$ cat src/hw/rtl/bls_pkg.sv
// shared types and constants for the bresenham line stepper
`default_nettype none

package bls_pkg;

    // coordinate width and derived widths
    localparam int CW = 16;
    localparam int DW = CW + 1;
    localparam int EW = CW + 3;

    // operation codes
    localparam logic OP_START = 1'b0;
    localparam logic OP_STEP  = 1'b1;

    // step direction codes
    localparam logic [1:0] DIR_ZERO = 2'b00;
    localparam logic [1:0] DIR_POS  = 2'b01;
    localparam logic [1:0] DIR_NEG  = 2'b11;

    // input beat
    typedef struct packed {
        logic                 op;
        logic signed [CW-1:0] start_x;
        logic signed [CW-1:0] start_y;
        logic signed [CW-1:0] end_x;
        logic signed [CW-1:0] end_y;
    } t_in_beat;

    // output beat
    typedef struct packed {
        logic signed [CW-1:0] cell_x;
        logic signed [CW-1:0] cell_y;
        logic                 last;
    } t_out_beat;

    // registered input item with its deltas already taken apart
    typedef struct packed {
        logic                 op;
        logic signed [CW-1:0] start_x;
        logic signed [CW-1:0] start_y;
        logic signed [CW-1:0] end_x;
        logic signed [CW-1:0] end_y;
        logic [CW-1:0]        abs_dx;
        logic [CW-1:0]        abs_dy;
        logic [1:0]           dir_x;
        logic [1:0]           dir_y;
    } t_prep;

    // stepper state seen by the top level
    typedef struct packed {
        logic signed [CW-1:0] cur_x;
        logic signed [CW-1:0] cur_y;
        logic                 at_goal;
    } t_bls_stat;

endpackage

`default_nettype wire

$ cat src/hw/rtl/bls_prep.sv
// input register with delta, magnitude and direction setup
`default_nettype none

module bls_prep (
    input  wire logic             i_clk,
    input  wire logic             i_rst_n,
    input  wire logic             i_valid,
    input  wire bls_pkg::t_in_beat i_data,
    output logic                  o_stall,
    output logic                  o_valid,
    output bls_pkg::t_prep        o_prep,
    input  wire logic             i_take
);
    import bls_pkg::*;

    logic               r_valid;
    t_prep              r_prep;
    t_prep              n_prep;
    logic signed [CW:0] dx;
    logic signed [CW:0] dy;
    logic               accept;

    // signed deltas at one bit wider than a coordinate
    assign dx = {i_data.end_x[CW-1], i_data.end_x} - {i_data.start_x[CW-1], i_data.start_x};
    assign dy = {i_data.end_y[CW-1], i_data.end_y} - {i_data.start_y[CW-1], i_data.start_y};

    // magnitudes and directions
    always_comb begin
        n_prep.op      = i_data.op;
        n_prep.start_x = i_data.start_x;
        n_prep.start_y = i_data.start_y;
        n_prep.end_x   = i_data.end_x;
        n_prep.end_y   = i_data.end_y;
        n_prep.abs_dx  = dx[CW] ? CW'(-dx) : dx[CW-1:0];
        n_prep.abs_dy  = dy[CW] ? CW'(-dy) : dy[CW-1:0];
        n_prep.dir_x   = dx[CW] ? DIR_NEG : ((dx != '0) ? DIR_POS : DIR_ZERO);
        n_prep.dir_y   = dy[CW] ? DIR_NEG : ((dy != '0) ? DIR_POS : DIR_ZERO);
    end

    // hold a beat until the core takes it
    assign o_stall = r_valid && !i_take;
    assign accept  = i_valid && !o_stall;

    always_ff @(posedge i_clk) begin
        if (!i_rst_n) begin
            r_valid <= 1'b0;
        end else if (accept) begin
            r_valid <= 1'b1;
        end else if (i_take) begin
            r_valid <= 1'b0;
        end
    end

    // payload register
    always_ff @(posedge i_clk) begin
        if (accept) begin
            r_prep <= n_prep;
        end
    end

    assign o_valid = r_valid;
    assign o_prep  = r_prep;

endmodule

`default_nettype wire

$ cat src/hw/rtl/bls_core.sv
// line state, one step of the error update and the result register
`default_nettype none

module bls_core (
    input  wire logic           i_clk,
    input  wire logic           i_rst_n,
    input  wire logic           i_valid,
    input  wire bls_pkg::t_prep i_prep,
    output logic                o_take,
    output logic                o_out_valid,
    output bls_pkg::t_out_beat  o_out_data,
    input  wire logic           i_out_stall,
    output bls_pkg::t_bls_stat  o_stat
);
    import bls_pkg::*;

    logic signed [CW-1:0] r_cur_x, r_cur_y, r_goal_x, r_goal_y;
    logic signed [CW-1:0] n_cur_x, n_cur_y, n_goal_x, n_goal_y;
    logic [DW-1:0]        r_twice_dx, r_twice_dy, n_twice_dx, n_twice_dy;
    logic [1:0]           r_dir_x, r_dir_y, n_dir_x, n_dir_y;
    logic                 r_major_is_x, n_major_is_x;
    logic signed [EW-1:0] r_err, n_err;
    logic signed [EW-1:0] err_after;
    logic signed [EW-1:0] twice_maj, twice_min;
    logic [1:0]           dir_maj;
    logic                 maj_done;
    logic                 move_min;
    logic                 r_out_valid;
    t_out_beat            r_out;

    // core takes the held item whenever the result register frees up
    assign o_take = i_valid && (!r_out_valid || !i_out_stall);

    // major axis selection for a step
    assign twice_maj = r_major_is_x ? EW'(r_twice_dx) : EW'(r_twice_dy);
    assign twice_min = r_major_is_x ? EW'(r_twice_dy) : EW'(r_twice_dx);
    assign dir_maj   = r_major_is_x ? r_dir_x : r_dir_y;
    assign maj_done  = r_major_is_x ? (r_cur_x == r_goal_x) : (r_cur_y == r_goal_y);
    assign move_min  = !r_err[EW-1] && ((r_err != '0) || (dir_maj == DIR_POS));
    assign err_after = (move_min ? (r_err - twice_maj) : r_err) + twice_min;

    // next state for a start or a step
    always_comb begin
        n_cur_x      = r_cur_x;
        n_cur_y      = r_cur_y;
        n_goal_x     = r_goal_x;
        n_goal_y     = r_goal_y;
        n_twice_dx   = r_twice_dx;
        n_twice_dy   = r_twice_dy;
        n_dir_x      = r_dir_x;
        n_dir_y      = r_dir_y;
        n_major_is_x = r_major_is_x;
        n_err        = r_err;
        if (i_prep.op == OP_START) begin
            n_cur_x      = i_prep.start_x;
            n_cur_y      = i_prep.start_y;
            n_goal_x     = i_prep.end_x;
            n_goal_y     = i_prep.end_y;
            n_twice_dx   = {i_prep.abs_dx, 1'b0};
            n_twice_dy   = {i_prep.abs_dy, 1'b0};
            n_dir_x      = i_prep.dir_x;
            n_dir_y      = i_prep.dir_y;
            n_major_is_x = i_prep.abs_dx >= i_prep.abs_dy;
            if (i_prep.abs_dx >= i_prep.abs_dy) begin
                n_err = $signed({2'b00, i_prep.abs_dy, 1'b0}) - $signed({3'b000, i_prep.abs_dx});
            end else begin
                n_err = $signed({2'b00, i_prep.abs_dx, 1'b0}) - $signed({3'b000, i_prep.abs_dy});
            end
        end else if (!maj_done) begin
            n_err = err_after;
            if (r_major_is_x) begin
                n_cur_x = r_cur_x + {{(CW-2){r_dir_x[1]}}, r_dir_x};
                if (move_min) begin
                    n_cur_y = r_cur_y + {{(CW-2){r_dir_y[1]}}, r_dir_y};
                end
            end else begin
                n_cur_y = r_cur_y + {{(CW-2){r_dir_y[1]}}, r_dir_y};
                if (move_min) begin
                    n_cur_x = r_cur_x + {{(CW-2){r_dir_x[1]}}, r_dir_x};
                end
            end
        end
    end

    // line state, updated once per taken item
    always_ff @(posedge i_clk) begin
        if (!i_rst_n) begin
            r_cur_x      <= '0;
            r_cur_y      <= '0;
            r_goal_x     <= '0;
            r_goal_y     <= '0;
            r_twice_dx   <= '0;
            r_twice_dy   <= '0;
            r_dir_x      <= DIR_ZERO;
            r_dir_y      <= DIR_ZERO;
            r_major_is_x <= 1'b1;
            r_err        <= '0;
        end else if (o_take) begin
            r_cur_x      <= n_cur_x;
            r_cur_y      <= n_cur_y;
            r_goal_x     <= n_goal_x;
            r_goal_y     <= n_goal_y;
            r_twice_dx   <= n_twice_dx;
            r_twice_dy   <= n_twice_dy;
            r_dir_x      <= n_dir_x;
            r_dir_y      <= n_dir_y;
            r_major_is_x <= n_major_is_x;
            r_err        <= n_err;
        end
    end

    // result valid
    always_ff @(posedge i_clk) begin
        if (!i_rst_n) begin
            r_out_valid <= 1'b0;
        end else if (o_take) begin
            r_out_valid <= 1'b1;
        end else if (!i_out_stall) begin
            r_out_valid <= 1'b0;
        end
    end

    // result payload
    always_ff @(posedge i_clk) begin
        if (o_take) begin
            r_out.cell_x <= n_cur_x;
            r_out.cell_y <= n_cur_y;
            r_out.last   <= (n_cur_x == n_goal_x) && (n_cur_y == n_goal_y);
        end
    end

    assign o_out_valid    = r_out_valid;
    assign o_out_data     = r_out;
    assign o_stat.cur_x   = r_cur_x;
    assign o_stat.cur_y   = r_cur_y;
    assign o_stat.at_goal = (r_cur_x == r_goal_x) && (r_cur_y == r_goal_y);

endmodule

`default_nettype wire

$ cat src/hw/rtl/bresenham_line_stepper.sv
// top level of the bresenham line stepper
//
//  channel | valid       | stall       | payload
//  --------+-------------+-------------+---------------------------------
//  in      | i_in_valid  | o_in_stall  | i_in_data  (op, start, end)
//  out     | o_out_valid | i_out_stall | o_out_data (cell_x, cell_y, last)
//
// one beat per cycle in, one beat per cycle out while the result is not stalled;
// a beat passes the input register, then the result register
// the throughput is set by the line-state loop: one error update per cycle when not stalled
// reset clears valids and puts the line at (0,0) to (0,0), x major
// a stalled result holds the line state; one more beat fits in the input register
`default_nettype none

module bresenham_line_stepper (
    input  wire logic               i_clk,
    input  wire logic               i_rst_n,
    input  wire logic               i_in_valid,
    input  wire bls_pkg::t_in_beat  i_in_data,
    output logic                    o_in_stall,
    output logic                    o_out_valid,
    output bls_pkg::t_out_beat      o_out_data,
    input  wire logic               i_out_stall
);
    import bls_pkg::*;

    logic      prep_valid;
    t_prep     prep;
    logic      take;
    t_bls_stat stat;

    // input register and delta setup
    bls_prep u_prep (
        .i_clk   (i_clk),
        .i_rst_n (i_rst_n),
        .i_valid (i_in_valid),
        .i_data  (i_in_data),
        .o_stall (o_in_stall),
        .o_valid (prep_valid),
        .o_prep  (prep),
        .i_take  (take)
    );

    // stepper state and result register
    bls_core u_core (
        .i_clk       (i_clk),
        .i_rst_n     (i_rst_n),
        .i_valid     (prep_valid),
        .i_prep      (prep),
        .o_take      (take),
        .o_out_valid (o_out_valid),
        .o_out_data  (o_out_data),
        .i_out_stall (i_out_stall),
        .o_stat      (stat)
    );

    // input backs up only behind a stalled result
    a_in_stall_cause: assert property (@(posedge i_clk) disable iff (!i_rst_n)
        o_in_stall |-> (o_out_valid && i_out_stall))
        else $error("input stalled without a stalled result");

    // last flag of the shown result tracks the line state
    a_last_matches: assert property (@(posedge i_clk) disable iff (!i_rst_n)
        o_out_valid |-> (o_out_data.last == stat.at_goal))
        else $error("result last flag disagrees with line state");

    // line state holds while a result is stalled
    a_state_holds: assert property (@(posedge i_clk) disable iff (!i_rst_n)
        (o_out_valid && i_out_stall) |=> $stable(stat))
        else $error("line state moved under a stalled result");

endmodule

`default_nettype wire
$ cat config.mk
export PLATFORM = sky130hd
export DESIGN_NAME = bresenham_line_stepper
export DESIGN_NICKNAME = d
export VERILOG_FILES = /design/src/hw/rtl/bls_pkg.sv /design/src/hw/rtl/bls_prep.sv /design/src/hw/rtl/bls_core.sv /design/src/hw/rtl/bresenham_line_stepper.sv
export SDC_FILE = /design/constraint.sdc
export NUM_CORES = 1
export LEC_CHECK = 0
export ABC_AREA = 0
export ABC_CLOCK_PERIOD_IN_PS = 6850
export BUFFER_PORTS_ARGS = -buffer_cell sky130_fd_sc_hd__buf_2
export CORE_ASPECT_RATIO = 1.75
export CORE_MARGIN = 2
export CORE_UTILIZATION = 40
export DETAILED_ROUTE_END_ITERATION = 7
export GPL_ROUTABILITY_DRIVEN = 0
export MAX_ROUTING_LAYER = met4
export REMOVE_ABC_BUFFERS = 1
export SYNTH_ARGS = -nofsm -noshare
export SYNTH_HDL_FRONTEND = slang
export SYNTH_SLANG_ARGS = --single-unit
$ cat constraint.sdc
create_clock -name i_clk -period 6.85 [get_ports i_clk]
set_input_delay 1.0275 -clock i_clk [delete_from_list [all_inputs] [get_ports i_clk]]
set_output_delay 1.0275 -clock i_clk [all_outputs]
set_load 0.03 [all_outputs]
# After elaboration in Yosys (flattened, before gate mapping)
# Index checks and enable logic that the tools add are counted.
# word_totals
reg_bits,256
out_inout_bits,35
word_cells,87
# op_classes
add_sub_neg,10
n_lt_le_gt_ge,1
n_eq_ne,7
n_mux,26
bitwise,1
reduce_logical,18
# op_table
operator,n
$mux W16,12
$mux W19,4
$eq A16 B16 Y1,4
$sub A17 B16 Y18,2
$mux W17,2
$reduce_bool A17 Y1,2
$sub A16 B16 Y17,2
$add A16 B16 Y16,2
$neg A16 Y16,2
$add A19 B19 Y19,1
$reduce_bool A19 Y1,1
$sub A19 B19 Y19,1
$ge A16 B16 Y1,1
$mux W1,7
$logic_and A1 B1 Y1,5
$logic_not A1 Y1,5
$reduce_and A2 Y1,2
$eq A2 B1 Y1 const B,1
$logic_or A1 B1 Y1,2
$mux W2,1
$ne A2 B1 Y1 const B,1
$ne A2 B2 Y1 const B,1
$reduce_bool A2 Y1,1
$not A1 Y1,1

# Logic depth before layout (Yosys ltp)
# Gate-level depths: netlist of run 1.
# logic_depth
ltp_word,10
mapped_depth,24
ltp_nobuf,22

# Hierarchy
# Synthesis of run 1 repeated with hierarchy kept, for this count alone.
# hier_totals
cells_unflattened,2194
hier_area_um2,18971.9
# modules_own_cells
module,n_inst,cells_per_inst,area_per_inst_um2
bls_core,1,1701,13292.7
bls_prep,1,493,5679.2

# Worst setup path after synthesis of run 1
# No wires, ideal clock.
# synth_timing
path_type,input port to flip-flop
start,input port i_out_stall
end,"register u_prep.r_prep (netlist bit u_prep.o_prep[0]), enable pin"
setup_time_ps,571
arrival_time_ps,5804
slack_ps,475
path_stages,2
path_cell_list,and3_1 nor2b_1
# synth_via
elab_chain_cells,7
# synth_lines
item,line,text
from (decl),bresenham_line_stepper.sv:23,input wire logic i_out_stall
$logic_not A1 Y1,bls_core.sv:32,assign o_take = i_valid && (!r_out_valid || !i_out_stall);
$logic_or A1 B1 Y1,bls_core.sv:32,
$logic_and A1 B1 Y1,bls_core.sv:32,
$logic_not A1 Y1,bls_prep.sv:41,assign o_stall = r_valid && !i_take;
$logic_and A1 B1 Y1,bls_prep.sv:41,
$logic_not A1 Y1,bls_prep.sv:42,assign accept = i_valid && !o_stall;
$logic_and A1 B1 Y1,bls_prep.sv:42,
via u_prep.accept,bls_prep.sv:21,logic accept;
to (signal assigned),bls_prep.sv:57,r_prep <= n_prep;
to (decl),bls_prep.sv:17,t_prep r_prep;
# The timed path passes the listed nets, and every way through them passes these cells.
# A chain may end at the register's enable or synchronous reset.

# Worst setup path after layout of run 1
# layout_timing
start,register u_core.r_dir_y[1]
end,register u_core.r_err[14]
# layout_via
elab_chain_cells,8
# layout_lines
item,line,text
from (decl),bls_core.sv:20,"logic [1:0] r_dir_x, r_dir_y, n_dir_x, n_dir_y;"
from (signal assigned),bls_core.sv:106,r_dir_y <= n_dir_y;
$mux W2,bls_core.sv:37,assign dir_maj = r_major_is_x ? r_dir_x : r_dir_y;
$eq A2 B1 Y1,bls_core.sv:39,assign move_min = !r_err[EW-1] && ((r_err != '0) || (dir_maj == DIR_POS));
$logic_or A1 B1 Y1,bls_core.sv:39,
$logic_and A1 B1 Y1,bls_core.sv:39,
$mux W19,bls_core.sv:40,assign err_after = (move_min ? (r_err - twice_maj) : r_err) + twice_min;
$add A19 B19 Y19,bls_core.sv:40,
$mux W19,bls_core.sv:69,end else if (!maj_done) begin
$mux W19,bls_core.sv:54,if (i_prep.op == OP_START) begin
to (signal assigned),bls_core.sv:108,r_err <= n_err;
to (decl),bls_core.sv:22,"logic signed [EW-1:0] r_err, n_err;"
# No other way between the ends. The select of a mux whose other input is x is not followed.

==> impl_results.md, run 1 <==
* Actual slew at the worst max-slew pin at 0.965 ns
* Area Overhead vs Synth at 11.3%
* Area contributors post-synth: edfxtp_1 (23%), dfxtp_1 (14%), ha_1 (10%), nand2_1 (6.6%), a21oi_1 (6.0%)
* Final Setup Violations at 0
* PwrDens at ~280 mW/mm^2
* Area occupied by registers at 0.00647 sq mm
* Worst Setup Path Type: flop to flop
* Cells on worst reg2reg path at 17
* Hpwl dp at 39,900 um
* Effective utilization at floorplan at 40.4%
* Pin count of the biggest net entering global routing at 116
* Peak supply drop at between 0.00015 and 0.0002 V
* Number of synthesized flops with an enable pin at roughly 130
* Compound-gate portion of the synthesized area at 18.2%
* Resized cells post-CTS at 0
* Slew Limit Fails at 0
* IO Count at 104
* WL/cell at 19.6 um
* Diode count at 0
* Vias in the first global route at 14,560
* Synth warnings at 0
* Post-synth top flop: edfxtp_1
* Worst Path Arrival at 6.18 ns
* Final #Nets at 2,285
* Die H at 280 um
* Vias at 14,741
* Hold endpoint: u_core.r_goal_x[15]
* Leak at 0.00828 uW
* Register area share after synthesis at 37.0%
* Setup TNS at 0 ns
* Worst min path class: flop to flop
* CP endpoint kind: flop
* CTS max path bufs at 3
* DRC Markers at 0
* CTS tree: done
* Via-to-Cell Ratio at 5.56
* FF-to-FF Start: u_core.r_dir_y[1]
* DRT iter0 DRCs at 817
* Final hold violation count at 0
* GRT Overall Usage at 23.4%
* Worst r2r dst: u_core.r_err[14]
* Worst-case clock skew at 0.0193 ns
* Unrepaired setup endpoints after global routing: false
* Pwr Total at approximately 5400 uW
* Post-synthesis simple-gate area fraction at 15.9%
* Largest family of logic cells by synthesized area: compound AO/OA/AOI/OAI gates
* Status: finished, final reports clean
* Multi-input gate area at 0.0103 sq mm
* Yosys reg bits at 256
* Setup Buffers After CTS at 0
* Post-layout minimum cycle time at ~5.7 ns
* Post-Route WL at between 50,000 and 60,000 um
* Slew headroom at 35.7%
* Hold path cells at 2
* Area of the mapped netlist at 0.0175 sq mm
* Initial antenna violation count at 0
* Total gr overflow at 0
* Synthesized instance count at roughly 2,000
* Clock-pin slew on the worst setup and hold paths at 0.07 ns
* Root Buffer: clkbuf_16
* Ratio of cells with drive above 1 in the final layout at around 11%
* Die Wd at 162 um
* Number of hold buffers added after cts at 0
* First-pass GRT wire length at slightly above 80,000 um
* Async S/R FF share, synth at 0%
* Fmax at ~0.17 GHz
* XOR/XNOR Fraction of Synth Area at 9.73%
* Clock Latency Late Sink at 0.56 ns
* H-tree depth at 1
* Post-route antenna net violation count at 0
* Top cell type by total area after synthesis: edfxtp_1
* 1st-pass router iterations at 5
* CP max FO at 18
* DIE AREA at around 0.045 sq mm
* # rows at 101
* Mux cell area share after synthesis at 4.05%
* CTS sink cnt at between 200 and 300
* Core outline area at 0.0432 sq mm
* Hold path start: u_core.r_goal_x[15]
* TritonCTS Buffers at 25
* Synth Area in Adders at 11.1%
* Post-synth top area share at between 20% and 30%
* Number of port buffers at 103
* Cell variety after synth at 74
* Critical Path RT at 7.29 ns
* Max-Cap Viols at 0
* Syn_area_per_cell at 8.81 sq um
* Final period utilization at approximately 84%
* R2r setup slk at 1.11 ns
* Layout filler cell count at 4,323
* Setup crit start kind: flop
-- logic make-up (layout without fill, tap and decap cells) --
group / Yosys count / count (layout)
XOR/XNOR: 194 / 194
multiplexers: 68 / 68
AO/OA/AOI/OAI: 513 / 513
flip-flops: 256 / 256
AND/OR/NAND/NOR: 617 / 617
adder cells (fa/ha/maj): 150 / 150
buffers and inverters: 184 / 287
-- layout make-up --
type / instances / share of cell area [%]
Clock buffer: 30 / 3.37
Clock inverter: 16 / 0.753
Inverter: 116 / 2.25
Multi-Input combinational cell: 1542 / 53.1
Sequential cell: 256 / 33.3
Tap cell: 566 / 3.65
Timing Repair Buffer: 125 / 3.57
-- layer usage --
metal | track usage [%] | share of wire (%)
met4 | 12.9 | 6.5
met1 | 24.1 | 37
met3 | 1.94 | 3.3
met2 | 43.3 | 53
met5 | - | 0
-- worst max path at each step --
stage / startpoint / to / slack [ns] / depth (start not counted)
after global routing: u_core.r_dir_y[1] / u_core.r_err[14] / 0.73 / 17
final: u_core.r_dir_y[1] / u_core.r_err[14] / 1.11 / 17
after global placement: u_core.r_dir_y[1] / u_core.r_err[14] / 1.14 / 17
after detailed placement: u_core.r_dir_y[1] / u_core.r_err[14] / 1.15 / 17
after floorplan: i_out_stall / u_prep.o_prep[0] / 0.47 / 2
after CTS: u_core.r_dir_y[1] / u_core.r_err[14] / 1.11 / 17
-- power breakdown --
| group | internal, uW | switching (uW) | total (uW) | leakage, uW |
|---|---|---|---|---|
| clock network | 762 | 638 | 1400 | 0.000398 |
| logic | 853 | 1280 | 2140 | 0.00560 |
| registers | 1770 | 131 | 1900 | 0.00229 |
-- cell usage after synthesis (5+ instances only) --
library cell    n
mux2i_1        47
a31o_2         11
inv_1         116
edfxtp_1      134
o41ai_1         6
nor3_1         40
clkbuf_1       65
nand3b_1        8
or4_1           7
a21boi_0        6
or2_2          10
o21ai_0       100
a21o_1         30
a211oi_1       15
nor2b_1        23
nand2b_1       13
o21bai_1       12
dfxtp_1       122
and2_1          5
o21a_1         17
xor2_1         81
fa_1            8
nand3_1        32
nor2_1        110
ha_1          142
nand4_1         8
or3_1          16
o31ai_1        13
nor4_1         14
and3_1         13
o311ai_0        5
o21ai_1         5
mux2_2         21
xnor2_1       113
nand2_1       305
a31oi_1        19
a21oi_1       210
o211ai_1       12
-- state kept, by name, summed over array words and instances, names as in the netlist --
| register | cells |
|---|---|
| u_core.r_cur_y | 16 |
| u_core.r_dir_x | 2 |
| u_core.r_cur_x | 16 |
| u_core.r_dir_y | 2 |
| u_core.r_goal_x | 16 |
| u_prep.o_prep | 101 |
| u_core.r_goal_y | 16 |
| u_core.r_twice_dx | 16 |
| u_core.o_out_data | 33 |
| u_core.r_major_is_x | 1 |
| u_core.r_err | 19 |
| u_core.o_out_valid | 1 |
| u_core.r_twice_dy | 16 |
| u_prep.o_valid | 1 |
-- cell usage in the layout, fill, tap and decap left out, types with 22 or more instances in the layout --
| cell | instances |
|---|---|
| xnor2_1 | 113 |
| nor3_1 | 40 |
| nand3_1 | 32 |
| o21ai_0 | 100 |
| mux2i_1 | 47 |
| nor2b_1 | 22 |
| xor2_1 | 81 |
| inv_1 | 114 |
| a21o_1 | 30 |
| nand2_1 | 304 |
| clkbuf_16 | 25 |
| nor2_1 | 109 |
| a21oi_1 | 209 |
| ha_1 | 142 |
| buf_2 | 103 |
| dfxtp_1 | 121 |
| edfxtp_1 | 134 |
-- stage by stage --
stage          util, %  std cells  hold WS (ns)  area (sq um)  worst slack [ns]
3_3_place_gp      43.1       2605         0.454         18600              1.14
5_1_grt           45.0       2651         0.488         19400             0.726
6_report          45.0       2651         0.466         19400              1.11
3_5_place_dp      43.1       2605         0.458         18600              1.15
2_1_floorplan        -       1914         0.443         17200             0.475
4_1_cts           45.0       2651         0.467         19400              1.11
-- worst max-delay path, cell delays in order (launching register included) --
cell,delay (ns)
dfxtp_1,0.87
nor2_1,0.28
a2111oi_4,0.54
nand2_1,0.10
a21oi_1,0.29
or2_2,0.35
mux2_2,0.41
ha_1,0.31
a21o_1,0.16
a21oi_1,0.22
nor2b_1,0.07
o21a_1,0.21
or4_1,0.45
a31oi_1,0.32
o21ai_0,0.29
or3_1,0.38
a311oi_1,0.27
a21oi_1,0.10
Note: power is estimated with default switching activity, not from simulation.
==> inputs of run 2 (changes only) <==
--- a/config.mk
+++ b/config.mk
@@ -5,8 +5,8 @@
 export SDC_FILE = /design/constraint.sdc
 export NUM_CORES = 1
 export LEC_CHECK = 0
-export ABC_AREA = 0
-export ABC_CLOCK_PERIOD_IN_PS = 6850
+export ABC_AREA = 1
+export ABC_CLOCK_PERIOD_IN_PS = 5850
 export BUFFER_PORTS_ARGS = -buffer_cell sky130_fd_sc_hd__buf_2
 export CORE_ASPECT_RATIO = 1.75
 export CORE_MARGIN = 2
==> constraint.sdc (replaced) <==
create_clock -name i_clk -period 5.85 [get_ports i_clk]
set_input_delay 0.8775 -clock i_clk [delete_from_list [all_inputs] [get_ports i_clk]]
set_output_delay 0.8775 -clock i_clk [all_outputs]
set_load 0.03 [all_outputs]
==> run 2 against run 1 <==
Net effect: critical path depth is 5 higher; global-route usage decreased by 0.81 points; first-iteration DRC count up 8.0%; non-clock buffer count decreased by 9; combinational power increased by 19%; synthesized area rose by 7.6%; clock skew down 0.0052 ns; flip-flop and latch count unchanged; sequential share of layout area shrank 2.0 points; critical endpoint is now u_core.r_err[16].
==> impl_results.md, run 2 <==
* Cell variety after synth at 54 (-27%)
* Top cells by count, synth: nand2_1 (609), inv_1 (346), o21ai_0 (270)
* Vias in the first global route at 17,119 (+18%)
* Max reg flops at 101 (unchanged)
* Clock-pin slew on the worst setup and hold paths at 0.07 ns (about the same)
* Setup crit start kind: flop
* DIE AREA at 0.0488 sq mm (+7.4%)
* Pwr Total at 6490 uW (+19%)
* Effective utilization at floorplan at 40.3% (-0.12 points)
* Max-Cap Viols at 0 (unchanged)
* Area of the mapped netlist at 0.0188 sq mm (+7.6%)
* Vias at 17,253 (+17%)
* Crit path top cell by count: a21oi_1
* CTS max path bufs at 3 (unchanged)
* Final #Nets at 2,885 (+26%)
* Total gr overflow at 0 (unchanged)
* Most common cell in the netlist: nand2_1
* Worst min path class: flop to flop
* Sw frac at 38.7% (+0.98 points)
* Area contributors post-synth: edfxtp_1 (21%), dfxtp_1 (13%), nand2_1 (12%), ha_1 (9.5%), o21ai_0 (7.2%)
* Number of hold buffers added after cts at 0 (unchanged)
* Worst Setup Path Type: flop to flop
* Die Wd at 168 um (+3.6%)
* Post-DP Area at 0.0198 sq mm (+6.5%)
* Cell breakdown of the critical path: buf_4, o21ai_0, ha_1, nand3_1, nand3_1, a21oi_1, o21ai_0, nand2_1, nand2_1, nand2_1, a21oi_1, nand3b_1, o21ai_0, inv_1, ha_1, a21oi_1, o21ai_0, a21oi_1, nand2_1, or2_2, a31oi_1, a21oi_1
* Pint at 3980 uW (+18%)
* Ratio of cells with drive above 1 in the final layout at 9.91% (-0.98 points)
* CTS tree: done
* Worst setup margin at 1.32 ns (+0.206 ns)
* Sw Pwr at 2510 uW (+23%)
* CTS sink cnt at 256 (unchanged)
* Core outline area at 0.0466 sq mm (+7.9%)
* Initial antenna violation count at 0 (unchanged)
* Fmax at 0.221 GHz (+27%)
* Flop pwr share at 34.1% (-0.8 points)
* Pre-CTS WS at 1.42 ns (+0.270 ns)
* Die H at 291 um (+3.7%)
* TritonCTS Buffers at 24 (-4.0%)
* Worst-case clock skew at 0.0142 ns (-0.00516 ns)
* Top cell type by total area after synthesis: edfxtp_1
* Number of port buffers at 103 (unchanged)
* Hpwl dp at 41,700 um (+4.5%)
* DRC Markers at 0 (unchanged)
* # rows at 105 (+4.0%)
* Synth warnings at 0 (unchanged)
* H-tree depth at 1 (unchanged)
* Post-Route WL at 53,800 um (+3.5%)
* First-pass GRT wire length at 86,500 um (+7.3%)
* DRT iter0 DRCs at 882 (+8.0%)
* Peak supply drop at 0.000257 V (+57%)
* Critical Path RT at 6.28 ns (-1.01 ns)
* Async S/R FF share, synth at 0% (unchanged)
* Actual slew at the worst max-slew pin at 0.967 ns (+0.00209 ns)
* Final hold violation count at 0 (unchanged)
* Slew headroom at 35.6% (-0.14 points)
* PwrDens at 314 mW/mm^2 (+12%)
* Leak at 0.0101 uW (+22%)
* Setup TNS at 0 ns (unchanged)
* CP endpoint kind: flop
* Commonest cells after routing, fill and taps aside: nand2_1 (609), inv_1 (345), o21ai_0 (270), a21oi_1 (255), nor2_1 (166)
* Unrepaired setup endpoints after global routing: false
* 1st-pass router iterations at 7 (+2)
* Final period utilization at 77.4% (-6.3 points)
* Status: finished, final reports clean
* Post-layout minimum cycle time at 4.53 ns (-1.21 ns)
* Clock Latency Late Sink at 0.56 ns (about the same)
* Comb pwr share at 39.2% (about the same)
* Clock power share at 26.7% (+0.9 points)
* Setup Buffers After CTS at 0 (unchanged)
* Cells on worst reg2reg path at 22 (+5)
* Post-synth top area share at 21.4% (-1.6 points)
* GRT Overall Usage at 22.5% (-0.81 points)
* Pin count of the biggest net entering global routing at 139 (+20%)
* Register area share after synthesis at 34.4% (-2.6 points)
* Resized cells post-CTS at 0 (unchanged)
* Via-to-Cell Ratio at 5.27 (-5.2%)
* Syn_area_per_cell at 7.24 sq um (-18%)
* Area Overhead vs Synth at 10.1%
* Slew Limit Fails at 0 (unchanged)
* Post-route antenna net violation count at 0 (unchanged)
* CP max FO at 55 (+37)
* Number of synthesized flops with an enable pin at 134 (unchanged)
* Fin Hold WS at 0.480 ns (+0.0131 ns)
* Synthesized instance count at 2,595 (+31%)
* WL/cell at 16.5 um (-16%)
* Layout filler cell count at 4,723 (+9.3%)
* Crit-path slowest cell: dfxtp_2
* Post-synth top flop: edfxtp_1
* Hold path cells at 2 (unchanged)
* Worst Path Arrival at 4.96 ns (-1.22 ns)
* Commonest non-fill, non-tap cell in the layout: nand2_1
* IO Count at 104 (unchanged)
* Diode count at 0 (unchanged)
* Post-route cell area at 0.0207 sq mm (+6.4%)
* Root Buffer: clkbuf_16
* Final Setup Violations at 0 (unchanged)
* Yosys reg bits at 256 (unchanged)
* Delay of the slowest cell on the worst path at 0.50 ns (-0.37 ns)
[run 2: cell types whose count changed in the layout (fill, tap and decap cells not counted), sizes merged, moves of 37 or more]
cell   delta
nand3   +135
nand2   +328
inv     +235
o21ai   +166
a21oi    +47
mux2i    -47
or2      +37
xnor2    -74
nor2     +65
[run 2: worst max-delay path, delay by kind of cell, from the launching register on]
kind                       cells  cell delay [ns]
DFF                            1             0.50
buffers and inverters          2             0.56
AOI/OAI and AO/OA             10             1.63
adders and majority gates      2             0.63
and+or+nand+nor                8             1.07
[run 2: layout make-up]
class                   instances  area, sq um  share of cell area [%]
clock buffers                  27          633                    3.06
clock inverters                17          211                    1.02
inverters                     352         1320                    6.40
multi-input cells            1916        10700                    51.7
flip-flops and latches        256         6470                    31.3
well taps                     588          736                    3.56
repair buffers                116          626                    3.03
[run 2: worst paths after layout]
| path | from | end | slack (ns) |
|---|---|---|---|
| worst min register to register | u_prep.o_prep[1] | u_core.r_dir_y[1] | 0.48 |
| worst max register to register | u_core.r_major_is_x | u_core.r_err[16] | 1.32 |
| worst max-delay path | u_core.r_major_is_x | u_core.r_err[16] | 1.32 |
| worst min-delay path | u_prep.o_prep[1] | u_core.r_dir_y[1] | 0.48 |
[run 2: power groups by stage]
| stage | combinational (uW) | clock (uW) | sequential, uW |
|---|---|---|---|
| 2_1_floorplan | 1840 | 0 | 2250 |
| 3_3_place_gp | 2470 | 0 | 2250 |
| 3_5_place_dp | 2510 | 0 | 2250 |
| 4_1_cts | 2530 | 1770 | 2210 |
| 5_1_grt | 2890 | 1830 | 2230 |
| 6_report | 2550 | 1730 | 2210 |
[run 2: routing by layer]
metal	global-route usage, %	vias to the layer above	wire length, um
met3	1.73	150	1670
met2	42.2	434	28600
met4	11.1	0	2820
li1	-	8735	-
met1	23.5	7934	20800
met5	-	-	0
[run 2: metrics by stage]
step	util, %	cells
5_1_grt	44.3	3272
2_1_floorplan	-	2524
4_1_cts	44.3	3272
6_report	44.3	3272
3_3_place_gp	42.5	3228
3_5_place_dp	42.5	3228
[run 2: kinds of logic after synthesis]
family                     count (synthesis)  share of synthesized area (%)
adders and majority gates                150                           10.3
xor gates and xnor gates                 103                           4.80
buffers and inverters                    423                           8.77
DFF                                      256                           34.4
AOI/OAI and AO/OA                        586                           16.4
and+or+nand+nor                         1077                           25.2
==> inputs of run 3 (changes only) <==
--- a/config.mk
+++ b/config.mk
@@ -5,8 +5,8 @@
 export SDC_FILE = /design/constraint.sdc
 export NUM_CORES = 1
 export LEC_CHECK = 0
-export ABC_AREA = 1
-export ABC_CLOCK_PERIOD_IN_PS = 5850
+export ABC_AREA = 0
+export ABC_CLOCK_PERIOD_IN_PS = 3900
 export BUFFER_PORTS_ARGS = -buffer_cell sky130_fd_sc_hd__buf_2
 export CORE_ASPECT_RATIO = 1.75
 export CORE_MARGIN = 2
==> constraint.sdc (replaced) <==
create_clock -name i_clk -period 3.9 [get_ports i_clk]
set_input_delay 0.585 -clock i_clk [delete_from_list [all_inputs] [get_ports i_clk]]
set_output_delay 0.585 -clock i_clk [all_outputs]
set_load 0.03 [all_outputs]
==> run 3 against run 2 <==
Net effect: the run now ends with negative setup slack left; via count down 9.7%; sequential share of layout area is 0.81 points lower; critical path depth shrank 5; register-to-register slack got worse by 1.8 ns; clock-buffer cell count is 6 higher; cell count is 14% lower; power rose by 63%; clock skew increased by 0.016 ns; flip-flop and latch count is the same; final area increased by 2.7%.
==> impl_results.md, run 3 (same netlist as run 1, synthesis figures left out) <==
* Status: finished, violations left
* Failing checks: negative setup slack
* Final hold violation count at 0 (unchanged)
* CTS sink cnt at 256 (unchanged)
* Number of port buffers at 103 (unchanged)
* CP endpoint kind: flop
* Delay of the slowest cell on the worst path at 0.54 ns (+0.04 ns)
* IO Count at 104 (unchanged)
* Post-Route WL at 55,100 um (+2.4%)
* Slew headroom at 39.2% (+3.7 points)
* Unrepaired setup endpoints after global routing: true
* 1st-pass router iterations at 5 (-2)
* Die H at 280 um (-3.5%)
* Post-route antenna net violation count at 0 (unchanged)
* Critical Path Source: u_core.r_err[7]
* Total gr overflow at 0 (unchanged)
* H-tree depth at 1 (unchanged)
* DRC Markers at 0 (unchanged)
* WL/cell at 19.5 um (+19%)
* TritonCTS Buffers at 26 (+8.3%)
* Cells on worst reg2reg path at 17 (-23%)
* Clock Latency Late Sink at 0.58 ns (+0.02 ns)
* Core outline area at 0.0432 sq mm (-7.3%)
* Final #Nets at 2,458 (-15%)
* Effective utilization at floorplan at 40.4% (+0.12 points)
* Vias at 15,571 (-9.7%)
* Cell breakdown of the critical path: or4_4, a2111oi_4, nand2_1, a21oi_2, or2_4, mux2_4, ha_4, a21o_1, a21oi_2, nor2b_1, o21a_1, or4_4, a31oi_4, o21ai_2, or3_1, a311oi_2, a21oi_1
* Vias in the first global route at 15,770 (-7.9%)
* Clock-pin slew on the worst setup and hold paths at 0.07 ns (about the same)
* Placed insts at 2,762 (-14%)
* Worst Path Arrival at 4.82 ns (-0.14 ns)
* Ratio of cells with drive above 1 in the final layout at 20.1% (+10 points)
* Hold endpoint: u_prep.o_prep[100]
* Worst r2r dst: u_core.r_err[14]
* Crit-path slowest cell: or4_4
* DIE AREA at 0.0454 sq mm (-6.9%)
* R2r setup slk at -0.48 ns (-1.80 ns)
* Area Overhead vs Synth at 21.7%
* PwrDens at 498 mW/mm^2 (+59%)
* CP max FO at 2 (-96%)
* Critical Path RT at 4.34 ns (-1.94 ns)
* Slew Limit Fails at 0 (unchanged)
* Post-layout minimum cycle time at 4.38 ns (-0.150 ns)
* Commonest cells after routing, fill and taps aside: nand2_1 (303), a21oi_1 (198), buf_4 (184), ha_1 (138), edfxtp_1 (134)
* Leak at 0.00927 uW (-8.3%)
* Max-Cap Viols at 0 (unchanged)
* Number of hold buffers added after cts at 0 (unchanged)
* Worst setup margin at -0.480 ns (-1.80 ns)
* Pin count of the biggest net entering global routing at 74 (-47%)
* Hold path cells at 1 (-1)
* Worst-case clock skew at 0.0302 ns (+0.0160 ns)
* Non-filler cells, final at 2,825 (-14%)
* DRT iter0 DRCs at 830 (-5.9%)
* Layout filler cell count at 4,204 (-11%)
* Via-to-Cell Ratio at 5.51 (+4.5%)
* Hpwl dp at 42,400 um (+1.9%)
* Final period utilization at 112% (+35 points)
* Root Buffer: clkbuf_16
* Die Wd at 162 um (-3.5%)
* CTS max path bufs at 3 (unchanged)
* Worst min path class: input port to flop
* CTS tree: done
* Fmax at 0.228 GHz (+3.4%)
* Hold path start: i_in_data[64]
* FF-to-FF Start: u_core.r_err[7]
* GRT Overall Usage at 24.6% (+2.1 points)
* Actual slew at the worst max-slew pin at 0.911 ns (-0.0554 ns)
* Max reg flops at 101 (unchanged)
* Setup TNS at -2.39 ns (-2.39 ns)
* Setup crit start kind: flop
* # rows at 101 (-3.8%)
* Commonest non-fill, non-tap cell in the layout: nand2_1
* First-pass GRT wire length at 85,100 um (-1.6%)
* Worst Setup Path Type: flop to flop
* Initial antenna violation count at 0 (unchanged)
* Final Setup Violations at 8 (+8)
* Peak supply drop at 0.000333 V (+29%)
* Diode count at 0 (unchanged)
-- run 3: worst max-delay path by stage --
stage / endpoint / cells after the start / slack (ns)
after floorplan: u_core.r_err[18] / 8 / -2.15
after global placement: u_core.r_err[18] / 19 / -0.78
after detailed placement: u_core.r_err[14] / 17 / -0.86
after CTS: u_core.r_err[14] / 17 / -0.47
after global routing: u_core.r_err[18] / 19 / -0.65
final: u_core.r_err[14] / 17 / -0.48
-- run 3: per-stage QoR --
stage	area, sq um	setup WS (ns)	hold WS (ns)	utilization [%]	power (uW)
2_1_floorplan	17200	-2.15	0.443	-	6040
3_3_place_gp	19800	-0.780	0.453	45.9	7490
3_5_place_dp	19800	-0.857	0.459	45.9	7570
4_1_cts	21000	-0.470	0.172	48.7	10400
5_1_grt	21200	-0.651	0.183	49.1	11200
6_report	21200	-0.480	0.190	49.1	10600
-- run 3: worst max-delay path: cells and delay by family (launching register included) --
kind | cells | cell delay (ns)
compound gates | 9 | 1.70
simple gates | 6 | 1.67
mux | 1 | 0.33
flops | 1 | 0.32
fa+ha+maj | 1 | 0.24
-- run 3: routing by layer --
layer | global-route usage [%] | routed length, um | vias to the layer above
met5 | - | 0 | -
met4 | 15.0 | 3910 | 0
met3 | 2.17 | 1820 | 159
met2 | 45.9 | 29400 | 389
met1 | 24.6 | 20000 | 7447
li1 | - | - | 7576
-- run 3: layout make-up --
type / count / area (sq um) / area share (%)
sequential: 256 / 6470 / 30.5
multi-input combinational: 1542 / 10600 / 50.0
clock inverter: 15 / 190 / 0.895
clock buffer: 33 / 749 / 3.53
tap: 566 / 708 / 3.33
inverter: 116 / 437 / 2.06
timing repair buffer: 297 / 2070 / 9.77
-- run 3: timing repair --
action	in CTS	in global routing
endpoints found under the setup margin	12	14
gates cloned	0	1
buffers inserted	15	6
resized for setup	36	48
pin swaps	23	24
-- run 3: power breakdown --
part           switching (uW)  total [uW]  internal, uW
clock network            1190        2780          1580
logic                    2490        4490          2000
registers                 203        3310          3110
total                    3890       10600          6690
